### src/addressable_led_serializer_top_defines.svh
// Assertion macros used by the serializer back end.
`ifndef ADDRESSABLE_LED_SERIALIZER_TOP_DEFINES_SVH
`define ADDRESSABLE_LED_SERIALIZER_TOP_DEFINES_SVH

`ifndef SYNTH
`define ALS_ASSERT(label, clk, rst_n, prop) \
  label: assert property (@(posedge clk) disable iff (!rst_n) prop) \
    else $error("als assertion failed");
`define ALS_ASSERT_NEVER(label, clk, rst_n, cond) \
  label: assert property (@(posedge clk) disable iff (!rst_n) !(cond)) \
    else $error("als forbidden condition seen");
`else
`define ALS_ASSERT(label, clk, rst_n, prop)
`define ALS_ASSERT_NEVER(label, clk, rst_n, cond)
`endif

`endif

### src/als_pkg.sv
// Types, constants and codes shared by the LED serializer modules.
package als_pkg;

  localparam int unsigned PIXEL_COUNT = 64;
  localparam int unsigned FRAME_BYTES = 3 * PIXEL_COUNT;
  localparam int unsigned PIX_W       = (PIXEL_COUNT > 1) ? $clog2(PIXEL_COUNT) : 1;
  localparam int unsigned BYTE_W      = $clog2(FRAME_BYTES);

  localparam int unsigned CMD_DEPTH = 4;
  localparam int unsigned CMD_PTR_W = $clog2(CMD_DEPTH);
  localparam int unsigned CMD_CNT_W = $clog2(CMD_DEPTH + 1);

  localparam logic [7:0] BRIGHTNESS_RST = 8'd255;
  localparam logic [7:0] ONE_HIGH_RST   = 8'd128;
  localparam logic [7:0] ZERO_HIGH_RST  = 8'd32;
  localparam logic [7:0] PERIOD_RST     = 8'd144;

  typedef enum logic [1:0] {
    MODE_WRITE = 2'd0,
    MODE_CLEAR = 2'd1,
    MODE_SHOW  = 2'd2,
    MODE_TICK  = 2'd3
  } mode_e;

  typedef enum logic [1:0] {
    CFG_BRIGHTNESS = 2'd0,
    CFG_ONE_HIGH   = 2'd1,
    CFG_ZERO_HIGH  = 2'd2,
    CFG_PERIOD     = 2'd3
  } cfg_idx_e;

  typedef struct packed {
    mode_e             mode;
    logic              in_range;
    logic [PIX_W-1:0]  addr;
    logic [23:0]       pixel;
  } cmd_t;

  typedef struct packed {
    logic line_level;
    logic busy_res;
    logic refused;
    logic frame_done;
  } res_t;

endpackage

### src/als_front.sv
// Front end: classifies incoming items and queues them for the back end.
module als_front (
  input  logic            clk_i,
  input  logic            rst_ni,
  input  logic            push,
  output logic            full,
  input  logic [1:0]      mode_i,
  input  logic [7:0]      pixel_index_i,
  input  logic [7:0]      first_byte_i,
  input  logic [7:0]      second_byte_i,
  input  logic [7:0]      third_byte_i,
  output als_pkg::cmd_t   cmd_o,
  output logic            cmd_valid_o,
  input  logic            cmd_take_i
);

  als_pkg::cmd_t                     slot_q [als_pkg::CMD_DEPTH];
  logic [als_pkg::CMD_PTR_W-1:0]     wr_ptr_q, wr_ptr_d;
  logic [als_pkg::CMD_PTR_W-1:0]     rd_ptr_q, rd_ptr_d;
  logic [als_pkg::CMD_CNT_W-1:0]     cnt_q, cnt_d;
  als_pkg::cmd_t                     cmd_d;
  logic                              acc;
  logic                              take;

  always_comb begin
    cmd_d.mode     = als_pkg::mode_e'(mode_i);
    cmd_d.in_range = {1'b0, pixel_index_i} < 9'(als_pkg::PIXEL_COUNT);
    cmd_d.addr     = pixel_index_i[als_pkg::PIX_W-1:0];
    cmd_d.pixel    = {first_byte_i, second_byte_i, third_byte_i};
  end

  assign full        = (cnt_q == als_pkg::CMD_CNT_W'(als_pkg::CMD_DEPTH));
  assign cmd_valid_o = (cnt_q != '0);
  assign cmd_o       = slot_q[rd_ptr_q];
  assign acc         = push && !full;
  assign take        = cmd_take_i && cmd_valid_o;

  always_comb begin
    wr_ptr_d = acc  ? wr_ptr_q + 1'b1 : wr_ptr_q;
    rd_ptr_d = take ? rd_ptr_q + 1'b1 : rd_ptr_q;
    cnt_d    = cnt_q;
    if (acc && !take) begin
      cnt_d = cnt_q + 1'b1;
    end else if (take && !acc) begin
      cnt_d = cnt_q - 1'b1;
    end
  end

  always_ff @(posedge clk_i or negedge rst_ni) begin
    if (!rst_ni) begin
      wr_ptr_q <= '0;
      rd_ptr_q <= '0;
      cnt_q    <= '0;
    end else begin
      wr_ptr_q <= wr_ptr_d;
      rd_ptr_q <= rd_ptr_d;
      cnt_q    <= cnt_d;
    end
  end

  always_ff @(posedge clk_i) begin
    if (acc) begin
      slot_q[wr_ptr_q] <= cmd_d;
    end
  end

endmodule

### src/als_back.sv
// Back end: pixel store, byte prefetch and scaling, bit timing and result queue.
`include "addressable_led_serializer_top_defines.svh"

module als_back (
  input  logic           clk_i,
  input  logic           rst_ni,
  input  logic           cfg_valid_i,
  output logic           cfg_ready_o,
  input  logic [1:0]     cfg_index_i,
  input  logic [7:0]     cfg_data_i,
  input  als_pkg::cmd_t  cmd_i,
  input  logic           cmd_valid_i,
  output logic           cmd_take_o,
  output logic           empty,
  input  logic           pop,
  output als_pkg::res_t  res_o
);

  // Configuration registers.
  logic [7:0] brightness_q, one_high_q, zero_high_q, period_q;

  // Pixel store with one valid bit per entry; an invalid entry reads as zero.
  logic [23:0]                       mem_q [als_pkg::PIXEL_COUNT];
  logic [als_pkg::PIXEL_COUNT-1:0]   valid_q;
  logic [23:0]                       rd_data_q;
  logic                              rd_valid_q;

  // Frame state.
  logic                              sending_q;
  logic [7:0]                        shown_q;
  logic [als_pkg::BYTE_W-1:0]        byte_pos_q;
  logic [2:0]                        bit_pos_q;
  logic [7:0]                        tick_q;
  logic [7:0]                        cur_q;
  logic                              cur_valid_q;
  logic [7:0]                        nb_q;
  logic                              nb_valid_q;

  // Prefetch pointer and the read in flight.
  logic [als_pkg::PIX_W-1:0]         fpix_q;
  logic [1:0]                        fsel_q;
  logic                              fdone_q;
  logic                              s1_q;
  logic [1:0]                        s1_sel_q;

  // Result queue, two entries.
  als_pkg::res_t                     out_q [2];
  logic                              out_wr_q, out_rd_q;
  logic [1:0]                        out_cnt_q;

  logic          issue;
  logic [7:0]    raw_byte;
  logic [15:0]   prod;
  logic          is_tick;
  logic          end_bit;
  logic          byte_end;
  logic          last_byte;
  logic [7:0]    high_ticks;
  logic          stall;
  logic          take;
  logic          pop_acc;
  logic          wr_en;
  als_pkg::res_t res_d;

  assign cfg_ready_o = 1'b1;

  always_ff @(posedge clk_i or negedge rst_ni) begin
    if (!rst_ni) begin
      brightness_q <= als_pkg::BRIGHTNESS_RST;
      one_high_q   <= als_pkg::ONE_HIGH_RST;
      zero_high_q  <= als_pkg::ZERO_HIGH_RST;
      period_q     <= als_pkg::PERIOD_RST;
    end else if (cfg_valid_i) begin
      unique case (als_pkg::cfg_idx_e'(cfg_index_i))
        als_pkg::CFG_BRIGHTNESS: brightness_q <= cfg_data_i;
        als_pkg::CFG_ONE_HIGH:   one_high_q   <= cfg_data_i;
        als_pkg::CFG_ZERO_HIGH:  zero_high_q  <= cfg_data_i;
        als_pkg::CFG_PERIOD:     period_q     <= cfg_data_i;
        default: ;
      endcase
    end
  end

  // The next byte is fetched while the current one is on the line.
  assign issue = sending_q && !fdone_q && !nb_valid_q && !s1_q;

  always_comb begin
    case (s1_sel_q)
      2'd0:    raw_byte = rd_data_q[23:16];
      2'd1:    raw_byte = rd_data_q[15:8];
      2'd2:    raw_byte = rd_data_q[7:0];
      default: raw_byte = 8'd0;
    endcase
    if (!rd_valid_q) begin
      raw_byte = 8'd0;
    end
  end

  assign prod = 16'(raw_byte) * 16'(shown_q);

  assign is_tick    = (cmd_i.mode == als_pkg::MODE_TICK);
  assign high_ticks = cur_q[7] ? one_high_q : zero_high_q;
  assign end_bit    = ({1'b0, tick_q} + 9'd1) >= {1'b0, period_q};
  assign byte_end   = end_bit && (bit_pos_q == 3'd7);
  assign last_byte  = (byte_pos_q == als_pkg::BYTE_W'(als_pkg::FRAME_BYTES - 1));

  // A tick waits until the byte it needs has been scaled.
  assign stall = is_tick && sending_q &&
                 (!cur_valid_q || (byte_end && !last_byte && !nb_valid_q));
  assign take       = cmd_valid_i && (out_cnt_q != 2'd2) && !stall;
  assign cmd_take_o = take;
  assign pop_acc    = pop && (out_cnt_q != 2'd0);
  assign wr_en      = take && !sending_q && (cmd_i.mode == als_pkg::MODE_WRITE) &&
                      cmd_i.in_range;

  always_comb begin
    res_d = '0;
    if (!is_tick) begin
      if (sending_q) begin
        res_d.refused  = 1'b1;
        res_d.busy_res = 1'b1;
      end else if (cmd_i.mode == als_pkg::MODE_SHOW) begin
        res_d.busy_res = 1'b1;
      end
    end else if (sending_q) begin
      res_d.busy_res   = 1'b1;
      res_d.line_level = tick_q < high_ticks;
      res_d.frame_done = byte_end && last_byte;
    end
  end

  always_ff @(posedge clk_i) begin
    if (wr_en) begin
      mem_q[cmd_i.addr] <= cmd_i.pixel;
    end
    if (issue) begin
      rd_data_q <= mem_q[fpix_q];
    end
  end

  always_ff @(posedge clk_i or negedge rst_ni) begin
    if (!rst_ni) begin
      valid_q     <= '0;
      rd_valid_q  <= 1'b0;
      sending_q   <= 1'b0;
      shown_q     <= als_pkg::BRIGHTNESS_RST;
      byte_pos_q  <= '0;
      bit_pos_q   <= '0;
      tick_q      <= '0;
      cur_q       <= '0;
      cur_valid_q <= 1'b0;
      nb_q        <= '0;
      nb_valid_q  <= 1'b0;
      fpix_q      <= '0;
      fsel_q      <= '0;
      fdone_q     <= 1'b0;
      s1_q        <= 1'b0;
      s1_sel_q    <= '0;
    end else begin
      if (s1_q) begin
        nb_q       <= prod[15:8];
        nb_valid_q <= 1'b1;
      end
      s1_q <= issue;
      if (issue) begin
        rd_valid_q <= valid_q[fpix_q];
        s1_sel_q   <= fsel_q;
        if (fsel_q == 2'd2) begin
          fsel_q <= '0;
          if (fpix_q == als_pkg::PIX_W'(als_pkg::PIXEL_COUNT - 1)) begin
            fdone_q <= 1'b1;
          end else begin
            fpix_q <= fpix_q + 1'b1;
          end
        end else begin
          fsel_q <= fsel_q + 2'd1;
        end
      end
      if (sending_q && !cur_valid_q && nb_valid_q) begin
        cur_q       <= nb_q;
        cur_valid_q <= 1'b1;
        nb_valid_q  <= 1'b0;
      end
      if (wr_en) begin
        valid_q[cmd_i.addr] <= 1'b1;
      end
      if (take && !sending_q) begin
        case (cmd_i.mode)
          als_pkg::MODE_CLEAR: valid_q <= '0;
          als_pkg::MODE_SHOW: begin
            sending_q   <= 1'b1;
            shown_q     <= brightness_q;
            byte_pos_q  <= '0;
            bit_pos_q   <= '0;
            tick_q      <= '0;
            cur_valid_q <= 1'b0;
            nb_valid_q  <= 1'b0;
            fpix_q      <= '0;
            fsel_q      <= '0;
            fdone_q     <= 1'b0;
            s1_q        <= 1'b0;
          end
          default: ;
        endcase
      end else if (take && is_tick) begin
        if (end_bit) begin
          tick_q <= '0;
          if (bit_pos_q == 3'd7) begin
            bit_pos_q <= '0;
            if (last_byte) begin
              sending_q   <= 1'b0;
              byte_pos_q  <= '0;
              cur_valid_q <= 1'b0;
            end else begin
              byte_pos_q <= byte_pos_q + 1'b1;
              cur_q      <= nb_q;
              nb_valid_q <= 1'b0;
            end
          end else begin
            bit_pos_q <= bit_pos_q + 3'd1;
            cur_q     <= {cur_q[6:0], 1'b0};
          end
        end else begin
          tick_q <= tick_q + 8'd1;
        end
      end
    end
  end

  always_ff @(posedge clk_i or negedge rst_ni) begin
    if (!rst_ni) begin
      out_wr_q  <= 1'b0;
      out_rd_q  <= 1'b0;
      out_cnt_q <= '0;
    end else begin
      if (take) begin
        out_wr_q <= !out_wr_q;
      end
      if (pop_acc) begin
        out_rd_q <= !out_rd_q;
      end
      if (take && !pop_acc) begin
        out_cnt_q <= out_cnt_q + 2'd1;
      end else if (pop_acc && !take) begin
        out_cnt_q <= out_cnt_q - 2'd1;
      end
    end
  end

  always_ff @(posedge clk_i) begin
    if (take) begin
      out_q[out_wr_q] <= res_d;
    end
  end

  assign empty = (out_cnt_q == 2'd0);
  assign res_o = out_q[out_rd_q];

  `ALS_ASSERT_NEVER(a_out_overflow, clk_i, rst_ni, out_cnt_q == 2'd3)
  `ALS_ASSERT_NEVER(a_fetch_overrun, clk_i, rst_ni, s1_q && nb_valid_q)
  `ALS_ASSERT(a_idle_no_fetch, clk_i, rst_ni, !sending_q |-> !s1_q)
  `ALS_ASSERT(a_done_ends_frame, clk_i, rst_ni, (take && res_d.frame_done) |=> !sending_q)

endmodule

### src/addressable_led_serializer_top.sv
// Top level of the addressable LED serializer: front end, back end and ports.
//
//   Channel   Handshake                      Payload
//   input     push / full                    mode, pixel_index, first/second/third_byte
//   result    empty / pop                    line_level, busy_res, refused, frame_done
//   config    cfg_valid / cfg_ready          cfg_index, cfg_data
//
// One item is accepted per cycle and one result leaves per cycle in steady state, while
// neither queue is full and no tick waits. An accepted item passes through the four-entry
// command queue and then the two-entry result queue before its result can be popped.
// A tick straight after a show waits while byte zero is read from the pixel store
// and scaled; later bytes are prefetched during the frame.
// The store is cleared at reset by per-entry valid bits, so there is no clearing pass.
// Either side may stall on its own; full rises when the four-entry queue is taken.
module addressable_led_serializer_top (
  input  logic        clk_i,
  input  logic        rst_ni,
  input  logic        push,
  output logic        full,
  input  logic [1:0]  mode_i,
  input  logic [7:0]  pixel_index_i,
  input  logic [7:0]  first_byte_i,
  input  logic [7:0]  second_byte_i,
  input  logic [7:0]  third_byte_i,
  output logic        empty,
  input  logic        pop,
  output logic        line_level_o,
  output logic        busy_res_o,
  output logic        refused_o,
  output logic        frame_done_o,
  input  logic        cfg_valid_i,
  output logic        cfg_ready_o,
  input  logic [1:0]  cfg_index_i,
  input  logic [7:0]  cfg_data_i
);

  als_pkg::cmd_t cmd;
  logic          cmd_valid;
  logic          cmd_take;
  als_pkg::res_t res;

  als_front u_front (
    .clk_i         (clk_i),
    .rst_ni        (rst_ni),
    .push          (push),
    .full          (full),
    .mode_i        (mode_i),
    .pixel_index_i (pixel_index_i),
    .first_byte_i  (first_byte_i),
    .second_byte_i (second_byte_i),
    .third_byte_i  (third_byte_i),
    .cmd_o         (cmd),
    .cmd_valid_o   (cmd_valid),
    .cmd_take_i    (cmd_take)
  );

  als_back u_back (
    .clk_i       (clk_i),
    .rst_ni      (rst_ni),
    .cfg_valid_i (cfg_valid_i),
    .cfg_ready_o (cfg_ready_o),
    .cfg_index_i (cfg_index_i),
    .cfg_data_i  (cfg_data_i),
    .cmd_i       (cmd),
    .cmd_valid_i (cmd_valid),
    .cmd_take_o  (cmd_take),
    .empty       (empty),
    .pop         (pop),
    .res_o       (res)
  );

  assign line_level_o = res.line_level;
  assign busy_res_o   = res.busy_res;
  assign refused_o    = res.refused;
  assign frame_done_o = res.frame_done;

endmodule
### config.mk
export PLATFORM = sky130hd
export DESIGN_NAME = addressable_led_serializer_top
export DESIGN_NICKNAME = d
export VERILOG_FILES = /design/src/als_pkg.sv /design/src/als_front.sv /design/src/als_back.sv /design/src/addressable_led_serializer_top.sv
export VERILOG_INCLUDE_DIRS = /design/src /design/src/src
export SDC_FILE = /design/constraint.sdc
export NUM_CORES = 2
export LEC_CHECK = 0
export BUFFER_PORTS_ARGS = -buffer_cell sky130_fd_sc_hd__buf_2
export CORE_MARGIN = 8
export CORE_UTILIZATION = 55
export CTS_CLUSTER_DIAMETER = 120
export DETAILED_ROUTE_END_ITERATION = 12
export PLACE_DENSITY = 0.78
export SYNTH_ARGS = -nofsm -noshare
export SYNTH_HDL_FRONTEND = slang
export SYNTH_HIERARCHICAL = 1
export SYNTH_SLANG_ARGS = --single-unit
### constraint.sdc
create_clock -name clk_i -period 4.6 [get_ports clk_i]
set_clock_uncertainty 0.2 [all_clocks]
set_input_delay 0.23 -clock clk_i [delete_from_list [all_inputs] [get_ports clk_i]]
set_output_delay 0.23 -clock clk_i [all_outputs]
set_load 0.05 [all_outputs]
==> flow_summary.yaml <==
critical_path:
  required_ps: 5060
  r2r_slack_ps: -410
  critPathMaxFanout: 5
  critical_path.cell_chain: "buf_12, mux2_4, a32o_2, and2_4, fa_1, fa_2, fa_1, inv_2, fa_1, inv_2, ha_4, o21a_4, nand4_1, o22ai_4, buf_6, o21ai_2, a21o_1, a31o_1"
  start_kind: "register"
  reg2reg_to: "u_back/nb_q[3]"
  ff2ff_path_depth: 18
  crit_top_cell: "fa_1"
  slowest_delay_ps: 510
  r2r-start: "u_back/s1_sel_q[0]"
  arrival_ps: 5470
  cp-end-kind: "register"
  criticalPathCategory: "register to register"
  crit_path_top_delay_cell: "fa_1"
pwr:
  power.density_nw_per_um2: 576.1
  power_frac_comb: 0.239
  p_seq_frac: 0.461
  clkPwrFrac: 0.301
  switching_share: 0.2872
  leakage_uw: 0.02776
  total_power_uw: 49080
  p_switching_uw: 14100
  cellInternalPower_uw: 34980
  peakVddDrop_uv: 468.6
timing:
  rsz0062_at_grt: "yes"
  tns_ps: -2963
  worst_pin_slew_ps: 1330
  slew_headroom: 0.1136
  max_freq_ghz: 0.1997
  finalSetupViolCount: 8
  slew_viol_final: 0
  finalCriticalPeriod_ps: 5008
  finalWorstSetupSlack_ps: -407.6
  min_period_over_period: 1.089
  hold_violations: 0
global_route:
  grt_pass1_vias: 38690
  grt_overflow: 0
  track_usage: 0.2512
  grt_max_degree: 93
  antenna_found_initial: 8
  grt_pass1_wl_um: 267000
drt:
  initialDrtViolationCount: 4914
  wl_met3_um: 18060
  drtPass1Iterations: 6
  vias_per_cell: 6.612
  top_layer: "met5"
  wl_met1_um: 66340
  wire_per_inst_um: 32.66
  num_vias: 37440
  routed_wl_um: 184900
  wl_met2_um: 92700
  ant_nets: 0
  drc: 0
finish:
  syn2layout_area_growth_pct: 15.04
  multiInputGateArea_um2: 18350
  fin_area_um2: 85200
  nets: 3890
  nFillCells: 8273
  regArea_um2: 55250
  drive_gt1_frac: 0.3131
placement:
  port_buffers: 54
  gp_congestion: 0.8593
  dp_hpwl_um: 98220
  placed_cell_area_um2: 78420
  place_ws_ps: -440.4
die:
  die_w_um: 382.9
  ios: 56
  initial_core_util: 0.5542
  rows: 134
  dieArea_um2: 146600
  coreArea_um2: 133600
  die_h_um: 382.9
yosys:
  synthFlopType: "edfxtp_1"
  ys_ff_latch: 1866
  syn_inst: 3422
  synth_area_leader_cell: "edfxtp_1"
  synthArstFlopShare: 0.08896
  synthTopCellsByArea: "edfxtp_1 69%, mux4_2 16%, dfrtp_1 4.9%"
  synth_top_area_frac: 0.6893
  synth.net_count: 3566
  syn_area_per_cell_um2: 21.64
  synth_warnings: 6
  synth_edf_count: 1700
  yosysSeqAreaShare: 0.7457
  synth_cell_types: 68
  syn_area_um2: 74060
clocking:
  clockBufferDepth: 3
  cts_tree: "done"
  htreeDepth: 4
  cts_made_buffers: 173
  numClockSinks: 1866
  clkTransAtPathRegs_ps: 60
  root_buffer: "clkbuf_16"
  clock_latency_ps: 790
worst_hold_path:
  hp-start: "second_byte_i[2]"
  holdPathStages: 2
  hold_end: "u_front/slot_q[2][10]"
  min_path_type: "input pin to register"
run_status:
  violations: "negative setup slack"
  outcome: "complete, but fails checks"
flow_run:
  cap_viol_max_count: 0
## through the flow
| stage | cells | hold slack (ps) | util |
|---|---|---|---|
| 2_1_floorplan | 3422 | -265.6 | - |
| 3_3_place_gp | 5262 | 192.4 | 0.5869 |
| 3_5_place_dp | 5262 | 205.8 | 0.5869 |
| 4_1_cts | 5655 | 2.810 | 0.6365 |
| 5_1_grt | 5659 | 15.24 | 0.6375 |
| 6_report | 5662 | 42.83 | 0.6376 |
## cells by family after synthesis
family | synth area share
compound gates | 0.02205
mux | 0.1717
flops | 0.7457
other cells | 0.00005064
xor+xnor | 0.002838
fa+ha+maj | 0.01970
simple gates | 0.02272
buf+inv | 0.01521
## power groups by stage
stage	clock (uW)	sequential [uW]	combinational [uW]
3_5_place_dp	0	22900	11500
3_3_place_gp	0	22900	11100
2_1_floorplan	0	22700	7630
6_report	14800	22600	11700
4_1_cts	14900	22600	11700
5_1_grt	15500	22700	12300
## sequential cells by signal (all words and copies together), names as in the netlist, 6 cells and up
name                 count
u_front/slot_q         132
u_back/nb_q              8
u_back/zero_high_q       8
u_back/out_q             8
u_back/brightness_q      8
u_back/valid_q          64
u_back/cur_q             8
u_back/mem_q          1536
u_back/shown_q           8
u_back/byte_pos_q        8
u_back/one_high_q        8
u_back/rd_data_q        24
u_back/tick_q            8
u_back/fpix_q            6
u_back/period_q          8
## what timing repair did
action,4_1_cts,5_1_grt
endpoints found under the setup margin,8,8
pin swaps,15,13
setup buffers,3,3
endpoints found under the hold margin,267,0
resized for setup,22,26
hold buffers,71,0
## synthesized netlist by cell type (5+ instances only)
cell type and number:
edfxtp_1 1700, mux4_2 526, nor2_1 160, dfrtp_1 146, clkbuf_1 83, nand2_1 80
inv_1 65, o21a_1 65, ha_1 59, o22ai_1 49, mux2_2 40, fa_1 36
o21ai_0 30, buf_4 29, nand3_1 28, buf_2 27, a21oi_1 26, mux2i_1 26
and3_1 22, dfstp_2 20, buf_1 18, xnor2_1 14, and2_1 12, nand3b_1 11
o31ai_1 11, a21o_1 10, nand2b_1 10, xor2_1 10, nor2b_1 9, o2bb2ai_1 9
buf_6 8, o21ai_1 8, nor3_1 7, mux4_1 5, nor3b_1 5
## metal layers
metal / up-vias / GRT usage
met3: 429 / 0.05265
met5: - / 0
met1: 19780 / 0.3277
li1: 14830 / -
met2: 2394 / 0.4175
met4: 6 / 0.1011
## layout by cell type, fill, tap and decap left out, drive strengths merged, types with 6 or more instances in the layout
master and instances:
dlygate4sd3 70, o22ai 50, a21o 10, nand2b 10, buf 247, bufinv 23, dfstp 20, ha 59
inv 73, nor2 160, a21oi 26, xnor2 14, nand3 30, mux2i 26, nand2 80, fa 36
clkbuf 221, o21ai 38, xor2 10, nor2b 9, nand3b 11, edfxtp 1700, nor3b 6, o21a 65
dfrtp 146, o31ai 11, clkinv 62, mux2 42, and3 22, nor3 7, mux4 531, and2 12
o2bb2ai 9
## worst max-delay path, delay by kind of cell (launching register included)
| family | cells | cell delay (ps) |
|---|---|---|
| multiplexers | 1 | 290 |
| adder cells (fa/ha/maj) | 5 | 2200 |
| AO/OA/AOI/OAI | 6 | 1040 |
| AND/OR/NAND/NOR | 2 | 320 |
| buffers and inverters | 4 | 380 |
| flip-flops | 1 | 460 |
## worst max path at each step
stage / from / end / slack, ps / cells after the start
after global routing: u_back/s1_sel_q[0] / u_back/nb_q[3] / -550 / 18
after detailed placement: u_back/s1_sel_q[0] / u_back/nb_q[6] / -440 / 17
after global placement: u_back/s1_sel_q[0] / u_back/nb_q[6] / -370 / 17
final: u_back/s1_sel_q[0] / u_back/nb_q[3] / -410 / 18
after CTS: u_back/s1_sel_q[0] / u_back/nb_q[7] / -380 / 17
after floorplan: u_back/s1_sel_q[0] / u_back/nb_q[4] / -100 / 17
## cell type report
| class | count | share of cell area |
|---|---|---|
| clock inverter | 98 | 0.01285 |
| antenna | 4 | 0.0001175 |
| inverter | 65 | 0.002864 |
| sequential | 1866 | 0.6485 |
| clock buffer | 221 | 0.05550 |
| timing repair buffer | 317 | 0.03883 |
| tap | 1768 | 0.02596 |
| multi-input combinational | 1323 | 0.2154 |
(Power assumes the default switching activity.)
